$ cat src/rtl/tlf_pkg.sv
// Shared types, constants and fixed-point helpers for the lateral tyre force block.
// Used by tlf_cordic, tlf_div and tire_lateral_force_magic_formula_top; depends on nothing.
`default_nettype none

package tlf_pkg;

    // Signed Q16.16 value.
    typedef logic signed [31:0] q_t;

    // One input word and one result word.
    typedef struct packed {
        logic [19:0]        fz_load;
        logic signed [19:0] slip_angle;
    } tlf_in_t;

    typedef struct packed {
        logic signed [31:0] lateral_force;
        logic               invalid;
    } tlf_out_t;

    // Coefficient register indexes.
    localparam int unsigned REG_IDX_W = 3;
    localparam logic [REG_IDX_W-1:0] REG_PEAK_SQ   = 3'd0;
    localparam logic [REG_IDX_W-1:0] REG_PEAK_LIN  = 3'd1;
    localparam logic [REG_IDX_W-1:0] REG_STIFF_PK  = 3'd2;
    localparam logic [REG_IDX_W-1:0] REG_STIFF_SH  = 3'd3;
    localparam logic [REG_IDX_W-1:0] REG_STIFF_LD  = 3'd4;
    localparam logic [REG_IDX_W-1:0] REG_CURVE_SQ  = 3'd5;
    localparam logic [REG_IDX_W-1:0] REG_CURVE_LIN = 3'd6;
    localparam logic [REG_IDX_W-1:0] REG_CURVE_OFS = 3'd7;

    // Q16.16 constants.
    localparam q_t   C_SHAPE_Q    = 32'sd85197;
    localparam q_t   RAD_TO_DEG_Q = 32'sd3754937;
    localparam q_t   ONE_Q        = 32'sd65536;
    localparam int   PI_Q         = 205887;
    localparam int   HALF_PI_Q    = 102944;
    localparam int   TWO_PI_Q     = 411775;
    localparam int   INV_GAIN_Q   = 39797;

    // floor(2^48 / TWO_PI_Q); the estimate it gives is never high and never more than one low.
    localparam logic [29:0] TWO_PI_RECIP = 30'd683564997;
    localparam int unsigned RECIP_SHIFT  = 48;

    // CORDIC arctangent table, Q16.16.
    localparam int unsigned ATAN_STEPS = 16;
    localparam logic [15:0] ATAN_TAB [ATAN_STEPS] = '{
        16'd51472, 16'd30385, 16'd16055, 16'd8150, 16'd4091, 16'd2047, 16'd1024, 16'd512,
        16'd256, 16'd128, 16'd64, 16'd32, 16'd16, 16'd8, 16'd4, 16'd2
    };

    // Clamp a wide signed value to the 32-bit range.
    function automatic q_t sat32(input logic signed [65:0] v);
        if (v > 66'sd2147483647)
        begin
            return 32'sh7FFFFFFF;
        end
        else if (v < -66'sd2147483648)
        begin
            return 32'sh80000000;
        end
        return v[31:0];
    endfunction

    // Q16.16 product, rounded half up, saturated.
    function automatic q_t qmul(input q_t a, input q_t b);
        logic signed [63:0] p;
        logic signed [64:0] r;
        p = a * b;
        r = 65'(p) + 65'sd32768;
        return sat32(66'(r >>> 16));
    endfunction

endpackage

`default_nettype wire

$ cat src/rtl/tlf_cordic.sv
// Pipelined 16-step CORDIC: arctangent (vectoring) or sine with angle reduction (rotation).
// Carries a side word alongside each item; uses tlf_pkg.
`default_nettype none

module tlf_cordic #(
    parameter bit          SINE   = 1'b0,
    parameter int unsigned SIDE_W = 1
) (
    input  wire logic               clk,
    input  wire logic               rst_n,
    input  wire logic               in_valid,
    input  wire tlf_pkg::q_t        arg,
    input  wire logic [SIDE_W-1:0]  in_side,
    output logic                    out_valid,
    output tlf_pkg::q_t             res,
    output logic [SIDE_W-1:0]       out_side
);
    import tlf_pkg::*;

    localparam int unsigned XW = 34;
    localparam int unsigned ZW = 21;
    localparam logic signed [ZW-1:0] PI_Z      = ZW'(PI_Q);
    localparam logic signed [ZW-1:0] HALF_PI_Z = ZW'(HALF_PI_Q);
    localparam logic signed [ZW-1:0] TWO_PI_Z  = ZW'(TWO_PI_Q);

    logic                    v_reg    [ATAN_STEPS+1];
    logic signed [XW-1:0]    x_reg    [ATAN_STEPS+1];
    logic signed [XW-1:0]    y_reg    [ATAN_STEPS+1];
    logic signed [ZW-1:0]    z_reg    [ATAN_STEPS+1];
    logic                    zero_reg [ATAN_STEPS+1];
    logic [SIDE_W-1:0]       side_reg [ATAN_STEPS+1];

    if (SINE)
    begin : g_sine_front
        logic              f1_v_reg, f2_v_reg, f3_v_reg;
        logic [12:0]       f1_q_reg;
        logic [31:0]       f1_mag_reg;
        logic              f1_neg_reg, f2_neg_reg;
        logic [19:0]       f2_rem_reg;
        logic signed [ZW-1:0] f3_r_reg;
        logic [SIDE_W-1:0] f1_side_reg, f2_side_reg, f3_side_reg;
        logic [31:0]       mag;
        logic [60:0]       prod;
        logic [31:0]       qd;
        logic [18:0]       rc;
        logic signed [ZW-1:0] rm, rs, r1, r2, rf;

        // Quotient estimate of |arg| / 2pi by reciprocal multiplication.
        assign mag  = arg[31] ? 32'(-arg) : 32'(arg);
        assign prod = 61'(mag) * 61'(TWO_PI_RECIP);
        // Remainder from the estimate, then one correction and the sign.
        assign qd = 32'(f1_q_reg) * 32'(TWO_PI_Q);
        assign rc = (f2_rem_reg >= 20'(TWO_PI_Q)) ? 19'(f2_rem_reg - 20'(TWO_PI_Q))
                                                  : 19'(f2_rem_reg);
        assign rm = $signed(ZW'(rc));
        assign rs = f2_neg_reg ? -rm : rm;
        // Wrap into one turn around zero, then fold onto the right half plane.
        assign r1 = (f3_r_reg > PI_Z) ? f3_r_reg - TWO_PI_Z : f3_r_reg;
        assign r2 = (r1 <= -PI_Z) ? r1 + TWO_PI_Z : r1;
        assign rf = (r2 > HALF_PI_Z) ? PI_Z - r2 : ((r2 < -HALF_PI_Z) ? -PI_Z - r2 : r2);

        always_ff @(posedge clk or negedge rst_n)
        begin
            if (!rst_n)
            begin
                f1_v_reg <= 1'b0;
                f2_v_reg <= 1'b0;
                f3_v_reg <= 1'b0;
                v_reg[0] <= 1'b0;
            end
            else
            begin
                f1_v_reg <= in_valid;
                f2_v_reg <= f1_v_reg;
                f3_v_reg <= f2_v_reg;
                v_reg[0] <= f3_v_reg;
            end
        end

        always_ff @(posedge clk)
        begin
            f1_q_reg    <= prod[RECIP_SHIFT+12:RECIP_SHIFT];
            f1_mag_reg  <= mag;
            f1_neg_reg  <= arg[31];
            f1_side_reg <= in_side;
            f2_rem_reg  <= 20'(f1_mag_reg - qd);
            f2_neg_reg  <= f1_neg_reg;
            f2_side_reg <= f1_side_reg;
            f3_r_reg    <= rs;
            f3_side_reg <= f2_side_reg;
            x_reg[0]    <= XW'(INV_GAIN_Q);
            y_reg[0]    <= '0;
            z_reg[0]    <= rf;
            zero_reg[0] <= 1'b0;
            side_reg[0] <= f3_side_reg;
        end
    end
    else
    begin : g_atan_front
        // Vectoring starts from (1.0, arg); a zero argument gives zero.
        always_ff @(posedge clk or negedge rst_n)
        begin
            if (!rst_n)
            begin
                v_reg[0] <= 1'b0;
            end
            else
            begin
                v_reg[0] <= in_valid;
            end
        end

        always_ff @(posedge clk)
        begin
            x_reg[0]    <= XW'(ONE_Q);
            y_reg[0]    <= XW'(arg);
            z_reg[0]    <= '0;
            zero_reg[0] <= (arg == '0);
            side_reg[0] <= in_side;
        end
    end

    // One micro-rotation per stage.
    for (genvar i = 0; i < ATAN_STEPS; i++)
    begin : g_step
        logic cw;

        assign cw = SINE ? (z_reg[i] < 0) : (y_reg[i] > 0);

        always_ff @(posedge clk or negedge rst_n)
        begin
            if (!rst_n)
            begin
                v_reg[i+1] <= 1'b0;
            end
            else
            begin
                v_reg[i+1] <= v_reg[i];
            end
        end

        always_ff @(posedge clk)
        begin
            if (cw)
            begin
                x_reg[i+1] <= x_reg[i] + (y_reg[i] >>> i);
                y_reg[i+1] <= y_reg[i] - (x_reg[i] >>> i);
                z_reg[i+1] <= z_reg[i] + $signed(ZW'(ATAN_TAB[i]));
            end
            else
            begin
                x_reg[i+1] <= x_reg[i] - (y_reg[i] >>> i);
                y_reg[i+1] <= y_reg[i] + (x_reg[i] >>> i);
                z_reg[i+1] <= z_reg[i] - $signed(ZW'(ATAN_TAB[i]));
            end
            zero_reg[i+1] <= zero_reg[i];
            side_reg[i+1] <= side_reg[i];
        end
    end

    // Result of the last stage.
    assign out_valid = v_reg[ATAN_STEPS];
    assign out_side  = side_reg[ATAN_STEPS];
    assign res = SINE ? 32'(y_reg[ATAN_STEPS])
                      : (zero_reg[ATAN_STEPS] ? '0 : 32'(z_reg[ATAN_STEPS]));

endmodule

`default_nettype wire

$ cat config.mk
export PLATFORM = sky130hd
export DESIGN_NAME = tlf_cordic
export DESIGN_NICKNAME = d
export VERILOG_FILES = /design/src/rtl/tlf_pkg.sv /design/src/rtl/tlf_cordic.sv
export SDC_FILE = /design/constraint.sdc
export NUM_CORES = 2
export LEC_CHECK = 0
export BUFFER_PORTS_ARGS = -buffer_cell sky130_fd_sc_hd__buf_2
export CORE_MARGIN = 3
export CORE_UTILIZATION = 45
export DETAILED_ROUTE_END_ITERATION = 10
export SETUP_SLACK_MARGIN = 0.4
export SLEW_MARGIN = 15
export SYNTH_ARGS = -nofsm -noshare
export SYNTH_HDL_FRONTEND = slang
export SYNTH_SLANG_ARGS = --single-unit
$ cat constraint.sdc
create_clock -name clk -period 6.75 [get_ports clk]
set_clock_uncertainty 0.2 [all_clocks]
set_input_delay 0.3375 -clock clk [delete_from_list [all_inputs] [get_ports clk]]
set_output_delay 0.3375 -clock clk [all_outputs]
set_load 0.05 [all_outputs]
==> results.tsv <==
stage	metric	value	unit
grt	GRT Util Overall	0.250	
timing	RSZ-0062 raised after global routing	yes	
floorplan	IO Pins	70	
finish	Fillers	20300	
critical_path	CP max stage delay	0.57	ns
finish	post-layout util	0.507	
critical_path	Most Frequent Cell on Critical Path	or4_4	
finish	area grow syn2layout	11.9	%
place	DP HPWL	230000	µm
timing	Worst slew margin	0.290	
timing	# setup viols final	0	
yosys	FFs w/ async S/R, synth	0.0126	
yosys	number of flops mapped to enable cells by yosys	0	
finish	most frequent cells in the layout	1,336 x dfxtp_1, 1,136 x ha_1, 1,106 x xnor2_1, 952 x a21oi_1, 860 x nor2_1	
yosys	Syn Inst Count	11400	
finish	# nets final	12900	
routing	routed via count	83800	
clocking	Clock Path Buffers	3	
worst_hold_path	hold_sp	side_reg[10]	
critical_path	WP data required	7.27	ns
routing	First-pass DRT Iterations	6	
worst_hold_path	worst hold path type	flip-flop to flip-flop	
floorplan	Core Region	212000	µm²
status	status	finished clean	
finish	max reg flops	541	
clocking	CTS buffer count	155	
timing	slew at the pin with the worst max-slew slack	1.05	ns
floorplan	Vert. Die Dim	468	µm
critical_path	CP max-delay cell	or4_4	
grt	pin count of the biggest net entering global routing	52	
yosys	Seq/Total Area, Yosys	0.282	
critical_path	Crit path arrival time	6.65	ns
place	placed cell area	101000	µm²
grt	vias in the first global route	79500	
clocking	Worst-Skew Late Latency	0.81	ns
routing	Iter 0 DRT Violations	6001	
yosys	post-synth cell types	96	
critical_path	worst r2r path cells	24	
yosys	Synth area leaders	dfxtp_1 28%, ha_1 15%, xnor2_1 10%, a21oi_1 5.0%, xor2_1 4.9%	
clocking	TritonCTS clock tree	done	
critical_path	reg2reg start	y_reg[5][18]	
critical_path	CP Class	flip-flop to flip-flop	
yosys	top cell type's share of synthesized area	0.278	
grt	initial antenna violation count	13	
timing	setup TNS	0	ns
critical_path	reg-to-reg slack, setup	0.62	ns
clocking	CTS Root Cell	clkbuf_16	
critical_path	crit start category	flip-flop	
clocking	Reg clk slew, reported paths	0.06	ns
floorplan	chip width	468	µm
yosys	#FFs+latches synth	1353	
floorplan	Rows	169	
critical_path	critical-path maximum fanout	38	
yosys	area leader, netlist	dfxtp_1	
critical_path	crit path capture type	flip-flop	
yosys	top_reg_cell synth	dfxtp_1	
critical_path	worst-path cell chain	or4_4 -> or3_4 -> or4_4 -> or4_4 -> or3_4 -> nor2_4 -> nor2_4 -> buf_6 -> buf_8 -> o21ai_1 -> xor2_1 -> ha_1 -> and2_1 -> a31o_2 -> a21oi_2 -> inv_1 -> a21oi_1 -> a21oi_1 -> o211ai_1 -> buf_4 -> o21ai_2 -> a21oi_2 -> nor2b_2 -> xnor2_1	
timing	achievable clock frequency	163	MHz
worst_hold_path	Worst Hold End	side_reg[11]	
routing	drc violations	0	
place	PortBufs	68	
place	RD Place Congestion	0.949	
routing	Antenna Violating Nets Remaining	0	
grt	first-pass GRT wire length	442000	µm
clocking	CTS sink cnt	1353	
finish	layout cells sized above 1	0.0632	
timing	final hold violations	0	
routing	Via density	5.73	
timing	fin crit period	6.13	ns
timing	Final Cycle Share	0.908	
finish	commonest non-fill, non-tap cell in the layout	dfxtp_1	
yosys	Synth warnings	0	
worst_hold_path	hold depth	0	
critical_path	R2R Path End	x_reg[6][30]	
yosys	Mean Syn Cell Area	8.47	µm²
timing	Final Max Slew Viols	0	
finish	final instance area	108000	µm²
grt	gr ovfl total	0	
flow_run	Max Cap Viol	0	
floorplan	Initial Util	0.453	
floorplan	DIE AREA	219000	µm²
clocking	H-tree Lvls	4	
routing	DRT Wirelength	284000	µm
routing	drt wl/cell	19.4	µm
yosys	Syn Std Cell Area	96200	µm²
[worst max-delay path: cells and delay by family, from the launching register on]
kind	cells	cell delay, ns
AOI/OAI and AO/OA	8	1.31
xor gates and xnor gates	2	0.40
adders and majority gates	1	0.31
buffers and inverters	4	0.60
DFF	1	0.34
and+or+nand+nor	9	2.91
[logic make-up (layout without fill, tap and decap cells)]
family / count (synthesis) / after routing / synth area share
compound gates: 3225 / 3225 / 0.214
buf+inv: 734 / 1151 / 0.0295
other cells: 1 / 16 / 0.0000390
flops: 1353 / 1353 / 0.282
xor+xnor: 1652 / 1652 / 0.150
simple gates: 3189 / 3189 / 0.164
fa+ha+maj: 1185 / 1185 / 0.157
mux: 22 / 22 / 0.00243
[final cells by class]
cell class / instances / area, µm² / area share
Multi-Input combinational cell: 9275 / 66700 / 0.620
Sequential cell: 1353 / 27200 / 0.252
Clock buffer: 204 / 4320 / 0.0402
Tap cell: 2821 / 3530 / 0.0328
Timing Repair Buffer: 339 / 2610 / 0.0242
Inverter: 526 / 1990 / 0.0185
Clock inverter: 82 / 1220 / 0.0114
Antenna cell: 14 / 35.0 / 0.000326
[per-stage QoR]
stage	instances	hold WS [ns]	worst slack, ns
finish	14600	0.118	0.618
global route	14600	0.0874	0.322
CTS	14600	0.0524	0.400
detailed placement	14200	0.0714	0.262
global placement	14200	0.0659	0.273
floorplan	11400	-0.158	0.728
[repair_timing]
action | 4_1_cts | 5_1_grt
gates cloned | 0 | 1
pin swaps | 1 | 32
endpoints found under the setup margin | 26 | 183
setup buffers | 1 | 21
endpoints found under the hold margin | 52 | 0
hold buffers | 70 | 0
resized for setup | 13 | 152
[metal layers]
metal  vias up  wire length [µm]  part of all wire  GRT usage
met2      2211            132000              0.46      0.420
met3       351             15900             0.056     0.0370
met4         4              5940             0.021     0.0568
met5         -                30           0.00011          0
li1      41400                 -                 -          -
met1     39800            131000              0.46      0.338
[synthesized netlist by cell type (all sizes together), types with 73 or more instances]
cell and instances:
xor2 543, dfxtp 1336, nor2b 215, o21a 178, inv 521, ha 1142, xnor2 1109, nand2b 183
a31oi 85, nand3 180, o31ai 174, nand2 706, a21o 455, or3 106, o21bai 87, o21ai 686
nor3 310, nor2 866, a21oi 964, nor4 150, o41ai 86, nand4 82, and3 110, clkbuf 173
or4 73
[how the worst max path moves through the flow]
| stage | start | cells past startpoint | to |
|---|---|---|---|
| 6_report | y_reg[5][18] | 24 | x_reg[6][30] |
| 4_1_cts | y_reg[8][17] | 21 | y_reg[9][32] |
| 2_1_floorplan | y_reg[6][11] | 22 | x_reg[7][33] |
| 3_3_place_gp | y_reg[5][18] | 21 | y_reg[6][32] |
| 3_5_place_dp | y_reg[5][18] | 23 | x_reg[6][27] |
| 5_1_grt | y_reg[8][16] | 22 | y_reg[9][32] |
Power is not shown: default switching activity piles up to over one toggle a cycle in this logic, so the estimate is an artifact.
